### config.mk
export PLATFORM = sky130hd
export DESIGN_NAME = vll_norm_cell
export DESIGN_NICKNAME = d
export VERILOG_FILES = /design/src/hw/rtl/vll_pkg.sv /design/src/hw/rtl/vll_norm_cell.sv
export SDC_FILE = /design/constraint.sdc
export NUM_CORES = 1
export LEC_CHECK = 0
export BUFFER_PORTS_ARGS = -buffer_cell sky130_fd_sc_hd__buf_2
export CAP_MARGIN = 15
export CORE_MARGIN = 1
export CORE_UTILIZATION = 41
export CTS_CLUSTER_DIAMETER = 200
export DETAILED_ROUTE_END_ITERATION = 12
export PLACE_DENSITY = 0.76
export SYNTH_ARGS = -nofsm -noshare
export SYNTH_HDL_FRONTEND = slang
export SYNTH_SLANG_ARGS = --single-unit
### constraint.sdc
create_clock -name clk -period 0.8 [get_ports clk]
set_input_delay 0.16 -clock clk [delete_from_list [all_inputs] [get_ports clk]]
set_output_delay 0.16 -clock clk [all_outputs]
set_load 0.01 [all_outputs]
### src/hw/rtl/vll_pkg.sv
// ----------------------------------------------------------------------------
// vll_pkg: shared types and constants of the vector length limiter
// Fixed internal widths of the squared length, the root, the quotient
// chain, and the action codes.
// ----------------------------------------------------------------------------
package vll_pkg;

	// Length bounds and action field.
	localparam int LEN_W = 16;
	localparam int ACT_W = 2;
	localparam int IDX_W = 8;

	// Squared length: full sum and the saturated 64-bit value.
	localparam int SUM_W = 65;
	localparam int SQ_W  = 64;

	// Normalization: up to 31 double-bit shifts.
	localparam int K_W        = 5;
	localparam int NORM_STEPS = 31;

	// Square root: one result bit per cell.
	localparam int ROOT_W     = 32;
	localparam int ROOT_STEPS = 32;
	localparam int REM_W      = 34;

	// Division: quotient never exceeds the 16-bit target.
	localparam int NUM_W = 48;
	localparam int DVD_W = 50;
	localparam int DVS_W = 33;
	localparam int Q_W   = 17;
	localparam int LANES = 4;

	typedef logic [ACT_W-1:0] act_t;

	localparam act_t ACT_KEEP     = 2'd0;
	localparam act_t ACT_SHORTEN  = 2'd1;
	localparam act_t ACT_LENGTHEN = 2'd2;
	localparam act_t ACT_ZERO     = 2'd3;

	localparam logic [IDX_W-1:0] REG_MAX_LENGTH = 8'd0;
	localparam logic [IDX_W-1:0] REG_MIN_LENGTH = 8'd1;

	// Per-lane state of the quotient chain.
	typedef logic [LANES-1:0][DVS_W-1:0] lane_rem_t;
	typedef logic [LANES-1:0][Q_W-1:0]   lane_q_t;

endpackage

### src/hw/rtl/vll_norm_cell.sv
// ----------------------------------------------------------------------------
// vll_norm_cell: one normalization step
// Shifts the squared length left by two bits if its top two bits are
// clear, and counts the shift.
// ----------------------------------------------------------------------------
module vll_norm_cell #(
	parameter int SIDE_W = 8
) (
	input  logic                    clk,
	input  logic                    arst_n,
	input  logic                    en,
	input  logic                    valid_i,
	input  logic [vll_pkg::SQ_W-1:0] sn_i,
	input  logic [vll_pkg::K_W-1:0]  k_i,
	input  logic [SIDE_W-1:0]        side_i,
	output logic                    valid_q,
	output logic [vll_pkg::SQ_W-1:0] sn_q,
	output logic [vll_pkg::K_W-1:0]  k_q,
	output logic [SIDE_W-1:0]        side_q
);
	import vll_pkg::*;

	// Valid bit of the stage.
	always_ff @(posedge clk or negedge arst_n) begin
		if (!arst_n) begin
			valid_q <= 1'b0;
		end else if (en) begin
			valid_q <= valid_i;
		end
	end

	// Shift when the top two bits are clear.
	always_ff @(posedge clk) begin
		if (en) begin
			side_q <= side_i;
			if (sn_i[SQ_W-1:SQ_W-2] == 2'b00) begin
				sn_q <= {sn_i[SQ_W-3:0], 2'b00};
				k_q  <= k_i + K_W'(1);
			end else begin
				sn_q <= sn_i;
				k_q  <= k_i;
			end
		end
	end

endmodule

==> results_dict.tcl <==
set metrics [dict create \
    pre_cts_ws_ps -537.8 \
    clock_latency_ps 340 \
    gp_congestion 0.7531 \
    wl_per_cell_um 16.48 \
    dr_wl_met2_um 3997 \
    synth_cells 163 \
    first_pass_iters 4 \
    grt_pass1_wl_um 11530 \
    final-max-slew-violation-count 0 \
    final_layout_size_suffix_gt1_share_pct 71.98 \
    crit_path_end_kind "output pin" \
    via_per_inst 4.659 \
    r2r_slack_ps 60 \
    die-area_um2 8148 \
    vias 2157 \
    crit_chain "buf_2" \
    finalHoldViolCount 0 \
    drc 0 \
    numCtsBuffers 9 \
    hp-class "in2reg" \
    hold_ws_ps 46.92 \
    ff2ff_path_depth 1 \
    cpPeakStageDelay_ps 390 \
    synthesis.area_um2 3194 \
    grt_usage_pct 18.97 \
    cts-root-buf "clkbuf_8" \
    tritoncts "yes" \
    postSynthNetCount 245 \
    core.rowCount 31 \
    leakage_uw 0.002240 \
    path_max_fanout 1 \
    critPathLaunch "sn_q[40]" \
    drt_iter0_drc 51 \
    stdcell_count 463 \
    layout_worst_path_cycle_share_pct 130.3 \
    endpoint "sn_q[40]" \
    arrival_ps 880 \
    wl_met1_um 3025 \
    final_cell_mix "buf_2 (155), edfxtp_1 (77), mux2_4 (60)" \
    hpwl_um 4869 \
    port_buffers 158 \
    synth-seq-cells 78 \
    path_buf_inv 1 \
    worst-path-stages 1 \
    cts.sinks 78 \
    grt_pass1_vias 2331 \
    ys_types 15 \
    total_power_uw 9875 \
    finalWirelength_um 7629 \
    violations "setup timing" \
    worst_slew_margin_rel_pct 86.47 \
    final_antenna_net_count 0 \
    maxCapViolations 0 \
    clk_path_buf_depth 2 \
    area_growth_pct 56.72 \
    core_um2 7408 \
    io_pins 159 \
    initial_core_util_pct 43.12 \
    setup_ws_ps -242.3 \
    dp_cells 425 \
    fp.dieW_um 90.27 \
    fin_nets 441 \
    met3_length_um 483 \
    crit_family "flip-flops" \
    grt.overflow.total 0 \
    yosysWarnings 0 \
    cts-htree-levels 3 \
    rsz0062_at_grt "yes" \
    yosysSeqAreaShare_pct 73.17 \
    ir_worst_vdd_mv 0.8922 \
    power_density_nw_per_um2 1973 \
    setup_violations 142 \
    min_period_ps 1042 \
    rr_endpoint "valid_q" \
    fp.dieH_um 90.27 \
    antenna_found_initial 0 \
    highest_layer "met4" \
    critPathLaunchType "flop" \
    layout_commonest_cell "buf_2" \
    setup_tns_ps -24480 \
    crit_required_ps 640 \
    r2r-start "valid_q" \
    n_antenna_cell 0 \
    worst_slew_pin_slew_ps 202.9 \
    syn_area_per_cell_um2 19.60 \
    skew_ps 0 \
    crit_type "reg2out" \
    clkTransAtPathRegs_ps 80 \
    critPathSlowestCell "edfxtp_1" \
    status "complete, but fails checks" \
    fmax_mhz 959.4 \
    grt_max_degree 29 \
]
==> cell type report <==
class,instances,area (um2)
fillers,540,2402
flip-flops and latches,78,2337
repair buffers,192,1292
multi-input cells,76,1032
clock buffers,9,123.9
well taps,99,123.9
clock inverters,7,88.84
inverters,2,7.507
==> logic make-up (layout without fill, tap and decap cells) <==
logic type	count (synthesis)	in the layout	share of synthesized area, %
AO/OA/AOI/OAI	3	3	0.5485
XOR/XNOR	4	4	1.097
adder cells (fa/ha/maj)	1	1	0.3916
buffers and inverters	9	210	1.919
flip-flops	78	78	73.17
multiplexers	61	61	21.50
AND/OR/NAND/NOR	7	7	1.371
==> synth_stat cells, drive strengths merged <==
cell | count | area, um2
nand4 | 2 | 12.51
xor2 | 1 | 8.760
mux2 | 61 | 686.9
ha | 1 | 12.51
nor2 | 1 | 11.26
buf | 7 | 53.80
a21o | 1 | 7.510
xnor2 | 3 | 26.28
nand2 | 2 | 7.510
dfrtp | 1 | 25.02
inv | 2 | 7.510
o21ai | 2 | 10.01
nor2b | 2 | 12.51
edfxtp | 77 | 2312
==> timing repair <==
item,in CTS,in global routing
hold buffers,9,0
setup buffers,10,0
hold endpoints to repair,9,0
endpoints found under the setup margin,141,144
cloned,7,1
resized for setup,69,10
pin swaps,1,2
==> state kept, by name, indices dropped and copies added (netlist names) <==
signal   count
side_q       8
sn_q        64
k_q          5
valid_q      1
==> power breakdown <==
part / total (uW) / switching [uW] / internal [uW]
Combinational: 1720 / 747 / 971
Sequential: 5000 / 85.8 / 4920
Clock: 3150 / 1420 / 1730
==> worst min-delay path by stage <==
stage / startpoint / to / slack, ps / cells past startpoint
detailed placement: arst_n / valid_q / -60 / 1
finish: valid_i / valid_q / 50 / 2
floorplan: arst_n / valid_q / -140 / 0
CTS: valid_i / valid_q / 20 / 2
global placement: arst_n / valid_q / -70 / 1
global route: valid_i / valid_q / 30 / 2
==> stage by stage <==
stage	utilization [%]	area, um2
2_1_floorplan	-	3246
3_3_place_gp	57.14	4233
3_5_place_dp	57.14	4233
4_1_cts	68.11	5046
5_1_grt	67.57	5006
6_report	67.57	5006
==> routing by layer <==
metal / vias to the layer above / track usage (%)
met5: - / 0
met4: 0 / 8.468
met1: 1017 / 21.06
met2: 96 / 33.59
li1: 1033 / -
met3: 11 / 5.556
Power figures use the tool's default switching activity.
