<file path="src/hw/rtl/vll_pkg.sv">
// ----------------------------------------------------------------------------
// vll_pkg: shared types and constants of the vector length limiter
// Fixed internal widths of the squared length, the root, the quotient
// chain, and the action codes.
// ----------------------------------------------------------------------------
package vll_pkg;

	// Length bounds and action field.
	localparam int LEN_W = 16;
	localparam int ACT_W = 2;
	localparam int IDX_W = 8;

	// Squared length: full sum and the saturated 64-bit value.
	localparam int SUM_W = 65;
	localparam int SQ_W  = 64;

	// Normalization: up to 31 double-bit shifts.
	localparam int K_W        = 5;
	localparam int NORM_STEPS = 31;

	// Square root: one result bit per cell.
	localparam int ROOT_W     = 32;
	localparam int ROOT_STEPS = 32;
	localparam int REM_W      = 34;

	// Division: quotient never exceeds the 16-bit target.
	localparam int NUM_W = 48;
	localparam int DVD_W = 50;
	localparam int DVS_W = 33;
	localparam int Q_W   = 17;
	localparam int LANES = 4;

	typedef logic [ACT_W-1:0] act_t;

	localparam act_t ACT_KEEP     = 2'd0;
	localparam act_t ACT_SHORTEN  = 2'd1;
	localparam act_t ACT_LENGTHEN = 2'd2;
	localparam act_t ACT_ZERO     = 2'd3;

	localparam logic [IDX_W-1:0] REG_MAX_LENGTH = 8'd0;
	localparam logic [IDX_W-1:0] REG_MIN_LENGTH = 8'd1;

	// Per-lane state of the quotient chain.
	typedef logic [LANES-1:0][DVS_W-1:0] lane_rem_t;
	typedef logic [LANES-1:0][Q_W-1:0]   lane_q_t;

endpackage

</file>
<file path="src/hw/rtl/vll_root_cell.sv">
// ----------------------------------------------------------------------------
// vll_root_cell: one digit of the integer square root
// Takes the next two bits of the radicand and decides one root bit.
// ----------------------------------------------------------------------------
module vll_root_cell #(
	parameter int SIDE_W = 8
) (
	input  logic                      clk,
	input  logic                      arst_n,
	input  logic                      en,
	input  logic                      valid_i,
	input  logic [vll_pkg::SQ_W-1:0]   sn_i,
	input  logic [vll_pkg::REM_W-1:0]  rem_i,
	input  logic [vll_pkg::ROOT_W-1:0] root_i,
	input  logic [SIDE_W-1:0]          side_i,
	output logic                      valid_q,
	output logic [vll_pkg::SQ_W-1:0]   sn_q,
	output logic [vll_pkg::REM_W-1:0]  rem_q,
	output logic [vll_pkg::ROOT_W-1:0] root_q,
	output logic [SIDE_W-1:0]          side_q
);
	import vll_pkg::*;

	logic [REM_W-1:0] rem_sh;
	logic [REM_W-1:0] trial;

	// Bring down two radicand bits and form the trial value.
	assign rem_sh = {rem_i[REM_W-3:0], sn_i[SQ_W-1:SQ_W-2]};
	assign trial  = {root_i, 2'b01};

	always_ff @(posedge clk or negedge arst_n) begin
		if (!arst_n) begin
			valid_q <= 1'b0;
		end else if (en) begin
			valid_q <= valid_i;
		end
	end

	// Restoring step.
	always_ff @(posedge clk) begin
		if (en) begin
			side_q <= side_i;
			sn_q   <= {sn_i[SQ_W-3:0], 2'b00};
			if (rem_sh >= trial) begin
				rem_q  <= rem_sh - trial;
				root_q <= {root_i[ROOT_W-2:0], 1'b1};
			end else begin
				rem_q  <= rem_sh;
				root_q <= {root_i[ROOT_W-2:0], 1'b0};
			end
		end
	end

endmodule

</file>
<file path="config.mk">
export PLATFORM = sky130hd
export DESIGN_NAME = vll_root_cell
export DESIGN_NICKNAME = d
export VERILOG_FILES = /design/src/hw/rtl/vll_pkg.sv /design/src/hw/rtl/vll_root_cell.sv
export SDC_FILE = /design/constraint.sdc
export NUM_CORES = 1
export LEC_CHECK = 0
export ABC_AREA = 1
export BUFFER_PORTS_ARGS = -buffer_cell sky130_fd_sc_hd__buf_4
export CORE_MARGIN = 5
export CORE_UTILIZATION = 25
export CTS_BUF_LIST = sky130_fd_sc_hd__clkbuf_8
export DETAILED_ROUTE_END_ITERATION = 10
export PLACE_DENSITY = 0.53
export SETUP_SLACK_MARGIN = 0.15
export SYNTH_ARGS = -nofsm -noshare
export SYNTH_HDL_FRONTEND = slang
export SYNTH_SLANG_ARGS = --single-unit
export TNS_END_PERCENT = 5
</file>
<file path="constraint.sdc">
create_clock -name clk -period 1.8 [get_ports clk]
set_input_delay 0.27 -clock clk [delete_from_list [all_inputs] [get_ports clk]]
set_output_delay 0.27 -clock clk [all_outputs]
set_load 0.02 [all_outputs]
</file>
==> impl_results.md <==
- Worst EP arrival: 1.88 ns
- CP Launch Type: primary input
- Dpl ws: -0.5487 ns
- Antenna-violating nets left: 0
- Vias: slightly below 7000
- XOR/XNOR Fraction of Synth Area: 0.02061
- Bufs on Longest Clock Path: 2
- Mux cell area share after synthesis: 0.001559
- Gpl congestion: around 0.88
- Die Y: ~180 um
- Synth Area in Compound Gates: 0.03620
- Most common library cells after synthesis: nand2_1, edfxtp_1, inv_1
- DR iter-0 viols: about 330
- Distinct cells, synth: 34
- Adder-Cell Fraction of Synth Area: 0.05888
- WL per Instance: around 16 um
- Final Non-Filler Cells: between 1500 and 2000
- Core area: around 0.029 mm2
- Ys async rst share: 0.007299
- Synth Cell Area: between 0.007 and 0.008 mm2
- Cell accounting for the most synthesized area: edfxtp_1
- RSZ-0062 raised after global routing: yes
- FMAX: 593.9 MHz
- DR pass1 iterations: 5
- Die width: around 180 um
- Fillers: 2767
- Final instance area: 0.01278 mm2
- Hold path depth: 1
- Pwr dens: between 700 and 800 mW/mm2
- TNS Setup: 0 ns
- Largest family of logic cells by synthesized area: simple AND/OR/NAND/NOR gates
- Minimum hold slack: around 0.04 ns
- Dpl cells: around 1500
- Fin crit period: between 1.5 and 2 ns
- Largest fanout on the critical path: 13
- Top_reg_cell synth: edfxtp_1
- Sequential area share after synthesis: 0.5688
- Footprint of the multi-input gates: roughly 0.0033 mm2
- Layout cells sized above 1: 0.4550
- PortBufs: ~280
- TritonCTS Sinks: between 100 and 150
- Cts bufs inserted: 17
- Area delta synth->final: 76.90%
- Synth area leaders: edfxtp_1, nand2_1, inv_1
- Clock slew at reported path FFs: roughly 0.080 ns
- Status: finished clean
- Clk root buf: clkbuf_8
- Syn Inst Count: approximately 760
- Vias per cell: 4.099
- Count leader, synth: nand2_1
- Initial Util: 0.2524
- Max cap viols: 0
- Worst reg2reg path depth: 1
- Sequential cell area: roughly 0.0041 mm2
- Max-slew violation count: 0
- Mean Syn Cell Area: 9.468 um2
- Drt total wl: between 20000 and 30000 um
- Max Clock Skew: 0 ns
- Ant. Diodes: 0
- Pin count of the biggest net entering global routing: 52
- Drt drc: 0
- Antenna violations before repair: 0
- Nets: 1443
- Global-route wire length before repair: ~41000 um
- CTS tree: built
- WS Path Type: primary input to flip-flop
- HP Class: primary input to flip-flop
- Synth Area in Simple Gates: 0.2368
- Io pins: between 200 and 300
- Post-synth EDFFs: between 100 and 150
- DIE AREA: between 0.03 and 0.04 mm2
- Static leakage: 5.946 nW
- Period utilisation layout: 0.9354
- GRT Util Overall: 0.1631
- Clk_lat worst skew: approximately 0.45 ns
- Worst setup EP type: flip-flop
- Final setup violation count: 0
- Share of Yosys cell area claimed by the top area cell type: 0.5653
- WP data required: 2.00 ns
- Synthesis-stage register bit count: ~140
- Vias in the first global route: 7150
- Placed cell area: between 0.01 and 0.015 mm2
- Fin worst setup slack: 0.1163 ns
- Final Hold Fails: 0
- Dpl hpwl: approximately 21000 um
- Rows: between 60 and 70
- Peak supply drop: 0.3111 mV
- Warnings from Yosys: 0
- H-tree depth: 4
- GRT overflow: 0
## cell families after synthesis
| group | after synthesis |
|---|---|
| flip-flops | 137 |
| buffers and inverters | 129 |
| AND/OR/NAND/NOR | 396 |
| multiplexers | 1 |
| other | 1 |
| adder cells (fa/ha/maj) | 34 |
| AO/OA/AOI/OAI | 48 |
| XOR/XNOR | 17 |
## cells in the final DEF, fill, tap and decap left out, types with 14 or more instances in the layout
cell type	count
a21oi_1	17
buf_4	386
clkbuf_8	17
dlygate4sd3_1	95
edfxtp_1	136
ha_4	30
inv_1	93
inv_2	20
nand2_1	225
nand2_2	43
nand2_4	14
nand3_1	28
nor2_1	37
## worst max-delay path, cell delays in order
cell	delay [ns]
buf_4	0.12
ha_4	0.29
nand2_4	0.07
buf_4	0.14
nor2_4	0.10
nand3_2	0.09
nand3_2	0.11
nand2_2	0.08
nand3_2	0.09
nand2_4	0.07
nand2_8	0.12
inv_8	0.06
buf_12	0.15
nand2_2	0.05
nand2_1	0.05
## metrics by stage
stage / util / power (mW)
3_3_place_gp: 0.3948 / 6.972
3_5_place_dp: 0.3948 / 6.987
5_1_grt: 0.4465 / 10.26
6_report: 0.4465 / 9.713
2_1_floorplan: - / 5.504
4_1_cts: 0.4420 / 9.838
## where the power goes
group | switching (mW) | leakage [nW] | internal (mW)
Sequential | 0.100 | 1.34 | 3.87
Clock | 1.37 | 0.174 | 1.23
Combinational | 1.64 | 4.43 | 1.51
Total | 3.11 | 5.95 | 6.60
## per-layer routing
metal,share of wire,track usage
met5,0,0
met4,0.010,0.04145
met3,0.062,0.03820
met2,0.49,0.2799
met1,0.44,0.2081
## worst paths after layout
kind | endpoint | slack (ns) | from
worst max register to register | valid_q | 1.06 | valid_q
worst min-delay path | root_q[19] | 0.04 | root_i[18]
max in group asynchronous | valid_q | 1.53 | arst_n
worst max-delay path | rem_q[15] | 0.12 | rem_i[7]
min in group asynchronous | valid_q | 0.18 | arst_n
worst min register to register | valid_q | 0.52 | valid_q
## registers in the layout (all words and copies together), names as in the netlist
register and count:
rem_q 34, sn_q 62, valid_q 1, side_q 8, root_q 32
## cell type report
class | instances | share of cell area
flip-flops and latches | 137 | 0.3215
repair buffers | 492 | 0.3170
multi-input cells | 498 | 0.2550
inverters | 121 | 0.03887
well taps | 384 | 0.03760
clock buffers | 17 | 0.01831
clock inverters | 14 | 0.01165
## timing repair
action / 4_1_cts / 5_1_grt
gates resized for setup: 5 / 37
setup endpoints to repair: 33 / 35
hold buffers: 94 / 1
hold endpoints to repair: 94 / 1
pin swaps: 0 / 12
buffers inserted: 1 / 1
Power figures use the tool's default switching activity.
