`src/hw/rtl/vll_pkg.sv`:
```
// ----------------------------------------------------------------------------
// vll_pkg: shared types and constants of the vector length limiter
// Fixed internal widths of the squared length, the root, the quotient
// chain, and the action codes.
// ----------------------------------------------------------------------------
package vll_pkg;

	// Length bounds and action field.
	localparam int LEN_W = 16;
	localparam int ACT_W = 2;
	localparam int IDX_W = 8;

	// Squared length: full sum and the saturated 64-bit value.
	localparam int SUM_W = 65;
	localparam int SQ_W  = 64;

	// Normalization: up to 31 double-bit shifts.
	localparam int K_W        = 5;
	localparam int NORM_STEPS = 31;

	// Square root: one result bit per cell.
	localparam int ROOT_W     = 32;
	localparam int ROOT_STEPS = 32;
	localparam int REM_W      = 34;

	// Division: quotient never exceeds the 16-bit target.
	localparam int NUM_W = 48;
	localparam int DVD_W = 50;
	localparam int DVS_W = 33;
	localparam int Q_W   = 17;
	localparam int LANES = 4;

	typedef logic [ACT_W-1:0] act_t;

	localparam act_t ACT_KEEP     = 2'd0;
	localparam act_t ACT_SHORTEN  = 2'd1;
	localparam act_t ACT_LENGTHEN = 2'd2;
	localparam act_t ACT_ZERO     = 2'd3;

	localparam logic [IDX_W-1:0] REG_MAX_LENGTH = 8'd0;
	localparam logic [IDX_W-1:0] REG_MIN_LENGTH = 8'd1;

	// Per-lane state of the quotient chain.
	typedef logic [LANES-1:0][DVS_W-1:0] lane_rem_t;
	typedef logic [LANES-1:0][Q_W-1:0]   lane_q_t;

endpackage

```
`src/hw/rtl/vll_div_cell.sv`:
```
// ----------------------------------------------------------------------------
// vll_div_cell: one quotient bit for all four components
// Restoring division step shared by the four lanes against one divisor.
// ----------------------------------------------------------------------------
module vll_div_cell #(
	parameter int SIDE_W = 8
) (
	input  logic                     clk,
	input  logic                     arst_n,
	input  logic                     en,
	input  logic                     valid_i,
	input  logic [vll_pkg::DVS_W-1:0] dvs_i,
	input  vll_pkg::lane_rem_t        rem_i,
	input  vll_pkg::lane_q_t          lo_i,
	input  vll_pkg::lane_q_t          quo_i,
	input  logic [SIDE_W-1:0]         side_i,
	output logic                     valid_q,
	output logic [vll_pkg::DVS_W-1:0] dvs_q,
	output vll_pkg::lane_rem_t        rem_q,
	output vll_pkg::lane_q_t          lo_q,
	output vll_pkg::lane_q_t          quo_q,
	output logic [SIDE_W-1:0]         side_q
);
	import vll_pkg::*;

	logic [LANES-1:0][DVS_W:0] part;
	logic [LANES-1:0]          fits;

	// Bring down the next dividend bit and test against the divisor.
	always_comb begin
		for (int i = 0; i < LANES; i++) begin
			part[i] = {rem_i[i], lo_i[i][Q_W-1]};
			fits[i] = part[i] >= {1'b0, dvs_i};
		end
	end

	always_ff @(posedge clk or negedge arst_n) begin
		if (!arst_n) begin
			valid_q <= 1'b0;
		end else if (en) begin
			valid_q <= valid_i;
		end
	end

	always_ff @(posedge clk) begin
		if (en) begin
			dvs_q  <= dvs_i;
			side_q <= side_i;
			for (int i = 0; i < LANES; i++) begin
				lo_q[i]  <= {lo_i[i][Q_W-2:0], 1'b0};
				quo_q[i] <= {quo_i[i][Q_W-2:0], fits[i]};
				if (fits[i]) begin
					rem_q[i] <= DVS_W'(part[i] - {1'b0, dvs_i});
				end else begin
					rem_q[i] <= DVS_W'(part[i]);
				end
			end
		end
	end

endmodule

```
`config.mk`:
```
export PLATFORM = sky130hd
export DESIGN_NAME = vll_div_cell
export DESIGN_NICKNAME = d
export VERILOG_FILES = /design/src/hw/rtl/vll_pkg.sv /design/src/hw/rtl/vll_div_cell.sv
export SDC_FILE = /design/constraint.sdc
export NUM_CORES = 1
export LEC_CHECK = 0
export BUFFER_PORTS_ARGS = -buffer_cell sky130_fd_sc_hd__buf_4
export CORE_AREA = 2 2 244 246
export CTS_BUF_LIST = sky130_fd_sc_hd__clkbuf_4
export DETAILED_ROUTE_END_ITERATION = 6
export DIE_AREA = 0 0 246 248
export PLACE_DENSITY = 0.59
export SETUP_SLACK_MARGIN = 0.2
export SLEW_MARGIN = 20
export SYNTH_ARGS = -nofsm -noshare
export SYNTH_HDL_FRONTEND = slang
export SYNTH_SLANG_ARGS = --single-unit
```
`constraint.sdc`:
```
create_clock -name clk -period 1.6 [get_ports clk]
set_input_delay 0 -clock clk [delete_from_list [all_inputs] [get_ports clk]]
set_output_delay 0 -clock clk [all_outputs]
set_load 0.01 [all_outputs]
```
==> metrics <==
end of the worst hold path=dvs_q[1]; dominant combinational cell family by area after synthesis=compound AO/OA/AOI/OAI gates; fraction of registers with async set/reset=0.327%; highest routed layer=met5; RR Startpoint=valid_q; post-synthesis xor/xnor area fraction=5.57%; worst min path class=input port to flop; combinational power share=39.7%; internal portion of total power=0.0203 W; portion of total power attributed to the clock network=25.3%; Root Driver=sky130_fd_sc_hd__clkbuf_4; sequential standard cell area=9180 sq um; half-perimeter wire length of the detailed placement result=60900 um; final setup TNS=-56490 ps; number of buffers on the longest clock path=3; count of final hold-check violations=63; primary flip-flop cell chosen by synthesis mapping=sky130_fd_sc_hd__edfxtp_1; warning count from the yosys run=0; distinct cell type count of the synthesized netlist=78; worst hold margin=-667 ps; Final Wtd Congestion=0.912; global route total overflow=0; initial core utilization=30.6%; Port Buffer Count=614; number of instances in the placed design=3489; register-to-register setup slack=200 ps; synthesized area per cell=10.9 sq um; final worst slack=-575 ps; P_sw=0.00977 W; flops & latches, synth=306; worst path required time=2250 ps; proportion of synthesized chip area in sequential cells=51.3%; max-slew violation count=0; element type at the critical path end=flop; violations in the final reports=hold timing, setup timing; type of origin of the critical path=input port; post-route non-filler standard cell count=4234; worst slack at placement=-1410 ps; fill count=4369; overall fraction of global-route tracks in use=27.4%; start-to-end type of the worst setup path=input port to flop; minimum clock period after layout=2180 ps; number of setup violations in the final report=136; DRC violation count after routing=0; share of final-layout standard cells stronger than drive strength 1=51.5%; status=complete, but fails checks; peak ir drop on the vdd network=0.568 mV; total number of vias=20800; number of nets with antenna violations after routing=0; start point of the worst min-delay path=dvs_i[1]; area of the multi-input gates=10200 sq um; clock latency at the later pin of the worst-skew pair=830 ps; met2 wire length=48500 um; CTS Buf Count=88; sequential share of power=35.0%; I/O Pins=623; Post-Synth Simple-Gate Area=10.7%; highest achievable clock rate=0.460 GHz; post-route fraction of the period consumed by the critical path=136%; clock skew after layout=0 ps; signed area change from the synthesized netlist to the final layout=109%; met1 wire length=32200 um; count of flip-flops with a built-in enable after synthesis=305; Routed Wire Length=91200 um; max-cap check violation count=0; Core ar.=58500 sq um; pin count of the biggest net entering global routing=45; average detailed-routed wire length per instance=21.5 um; clock slew at the register clock pins of the worst setup and hold paths=80 ps; r2r worst-path depth=2; worst path arrival time=2830 ps; cell depth of the worst hold path=1; Post-layout nets=3846; sinks on the clock net=306; largest fanout on the critical path=7; mux contribution to synthesized area=1.46%; first-pass GRT wire length=125000 um; number of global-route vias before repair=21700; capture point of the worst reg-to-reg path=valid_q; row count=89; share of the synthesized area in compound gates (AO/OA/AOI/OAI)=18.0%; overall die height=248 um; CTS H-tree depth=3; static power due to leakage=16.5 nW; antenna violations before repair=5; routed vias/inst=4.91; TritonCTS clock tree=built; combined area of all synthesized cells=17900 sq um; horizontal extent of the die=246 um; Final Power=0.0301 W; Starting DRT DRC Count=766; post-synthesis adder-cell area fraction=9.67%; areal power density over the cells=802 nW/um^2; die area=61000 sq um; switching portion of total power=32.5%; first-pass iteration count of the detailed router=5; Met3 Wirelength=4960 um; setup repair after global routing missed its margin=yes; count of mapped cells out of synthesis=1648
[synthesized netlist by cell type (all sizes together) (3+ instances only)]
| library cell | instances | share of area, % |
|---|---|---|
| a211o | 5 | 0.24 |
| a211oi | 16 | 0.70 |
| a21boi | 4 | 0.17 |
| a21o | 63 | 2.6 |
| a21oi | 159 | 4.5 |
| a221o | 4 | 0.22 |
| a221oi | 4 | 0.20 |
| a2bb2oi | 3 | 0.15 |
| a31o | 3 | 0.15 |
| a31oi | 16 | 0.76 |
| and2 | 8 | 0.28 |
| and3 | 10 | 0.36 |
| and4 | 3 | 0.15 |
| buf | 25 | 0.98 |
| clkbuf | 37 | 0.78 |
| edfxtp | 305 | 51 |
| fa | 4 | 0.45 |
| ha | 132 | 9.2 |
| inv | 73 | 1.5 |
| mux2 | 20 | 1.4 |
| nand2 | 177 | 3.7 |
| nand2b | 15 | 0.52 |
| nand3 | 28 | 0.78 |
| nand3b | 3 | 0.15 |
| nand4 | 31 | 1.1 |
| nor2 | 83 | 1.7 |
| nor2b | 14 | 0.49 |
| nor3 | 17 | 0.50 |
| nor4 | 8 | 0.28 |
| o2111ai | 4 | 0.20 |
| o21a | 14 | 0.59 |
| o21ai | 168 | 4.7 |
| o21bai | 21 | 0.88 |
| o221ai | 3 | 0.18 |
| o31ai | 15 | 0.71 |
| or2 | 4 | 0.14 |
| or3 | 3 | 0.10 |
| xnor2 | 63 | 3.1 |
| xor2 | 51 | 2.5 |
[kinds of logic after synthesis]
| group | Yosys count |
|---|---|
| other | 1 |
| AND/OR/NAND/NOR | 412 |
| AO/OA/AOI/OAI | 523 |
| multiplexers | 21 |
| adder cells (fa/ha/maj) | 136 |
| XOR/XNOR | 114 |
| buffers and inverters | 135 |
| flip-flops | 306 |
[worst max-delay path, cell delays in order]
cell and delay, ps:
sky130_fd_sc_hd__buf_4 100, sky130_fd_sc_hd__dlygate4sd3_1 610, sky130_fd_sc_hd__ha_4 310, sky130_fd_sc_hd__a211oi_2 70, sky130_fd_sc_hd__nor2_2 200, sky130_fd_sc_hd__o21ai_2 110
sky130_fd_sc_hd__o211a_1 270, sky130_fd_sc_hd__nor2_4 160, sky130_fd_sc_hd__a21o_1 200, sky130_fd_sc_hd__a21oi_4 100, sky130_fd_sc_hd__buf_12 170, sky130_fd_sc_hd__buf_6 120
sky130_fd_sc_hd__buf_8 130, sky130_fd_sc_hd__o31ai_2 260
[layer usage]
layer	GRT usage [%]	up-vias
met5	0	-
met4	17.1	2
met3	4.67	234
met2	52.2	786
met1	27.7	10100
li1	-	9699
[state kept, by name (all words and copies together), names as in the netlist]
register and flops:
quo_q 68, side_q 8, lo_q 64, valid_q 1, rem_q 132, dvs_q 33
[final cells by class]
cell class	instances	share of cell area (%)
inverter	73	0.908
antenna	3	0.0200
tap	773	2.58
clock buffer	123	2.46
sequential	306	24.5
multi-input combinational	1210	27.3
timing repair buffer	1718	41.8
clock inverter	28	0.431
[cell usage in the layout, fill, tap and decap left out, types with 24 or more instances in the layout]
| cell type | instances |
|---|---|
| sky130_fd_sc_hd__ha_4 | 41 |
| sky130_fd_sc_hd__nor2_1 | 57 |
| sky130_fd_sc_hd__a21oi_2 | 38 |
| sky130_fd_sc_hd__o21ai_0 | 54 |
| sky130_fd_sc_hd__nand3_1 | 24 |
| sky130_fd_sc_hd__buf_4 | 959 |
| sky130_fd_sc_hd__clkbuf_4 | 123 |
| sky130_fd_sc_hd__buf_6 | 218 |
| sky130_fd_sc_hd__a21oi_1 | 114 |
| sky130_fd_sc_hd__xnor2_1 | 60 |
| sky130_fd_sc_hd__o21ai_2 | 85 |
| sky130_fd_sc_hd__nand2_2 | 49 |
| sky130_fd_sc_hd__a21o_1 | 63 |
| sky130_fd_sc_hd__ha_1 | 88 |
| sky130_fd_sc_hd__xor2_1 | 49 |
| sky130_fd_sc_hd__inv_1 | 48 |
| sky130_fd_sc_hd__edfxtp_1 | 305 |
| sky130_fd_sc_hd__dlygate4sd3_1 | 483 |
| sky130_fd_sc_hd__nand4_1 | 31 |
| sky130_fd_sc_hd__nand2_1 | 118 |
[stage by stage]
| stage | hold slack [ps] | area, sq um | util [%] |
|---|---|---|---|
| CTS | -767 | 35100 | 60.0 |
| global placement | -224 | 27400 | 46.9 |
| detailed placement | -223 | 27400 | 46.9 |
| finish | -667 | 37500 | 64.1 |
| global route | -746 | 37500 | 64.1 |
| floorplan | -296 | 18300 | - |
[power by group through the flow]
stage | clock [W] | sequential, W | combinational (W)
final | 0.00762 | 0.0105 | 0.0119
after global placement | 0 | 0.0105 | 0.00845
after CTS | 0.00764 | 0.0104 | 0.0106
after floorplan | 0 | 0.0109 | 0.00325
after global routing | 0.00824 | 0.0106 | 0.0126
after detailed placement | 0 | 0.0105 | 0.00854
[how the worst max path moves through the flow]
stage	start	cells after the start	to
floorplan	dvs_i[1]	12	rem_q[47]
global placement	dvs_i[11]	15	rem_q[97]
detailed placement	dvs_i[1]	13	rem_q[124]
CTS	lo_i[33]	16	rem_q[39]
global route	lo_i[33]	16	rem_q[39]
finish	rem_i[67]	14	rem_q[97]
[timing repair]
item	CTS	global route
endpoints found under the hold margin	612	99
pin swaps	92	125
buffers inserted	64	29
endpoints found under the setup margin	405	405
hold buffers	432	56
gates resized for setup	378	403
gates cloned	14	1
Note: power is estimated with default switching activity, not from simulation.
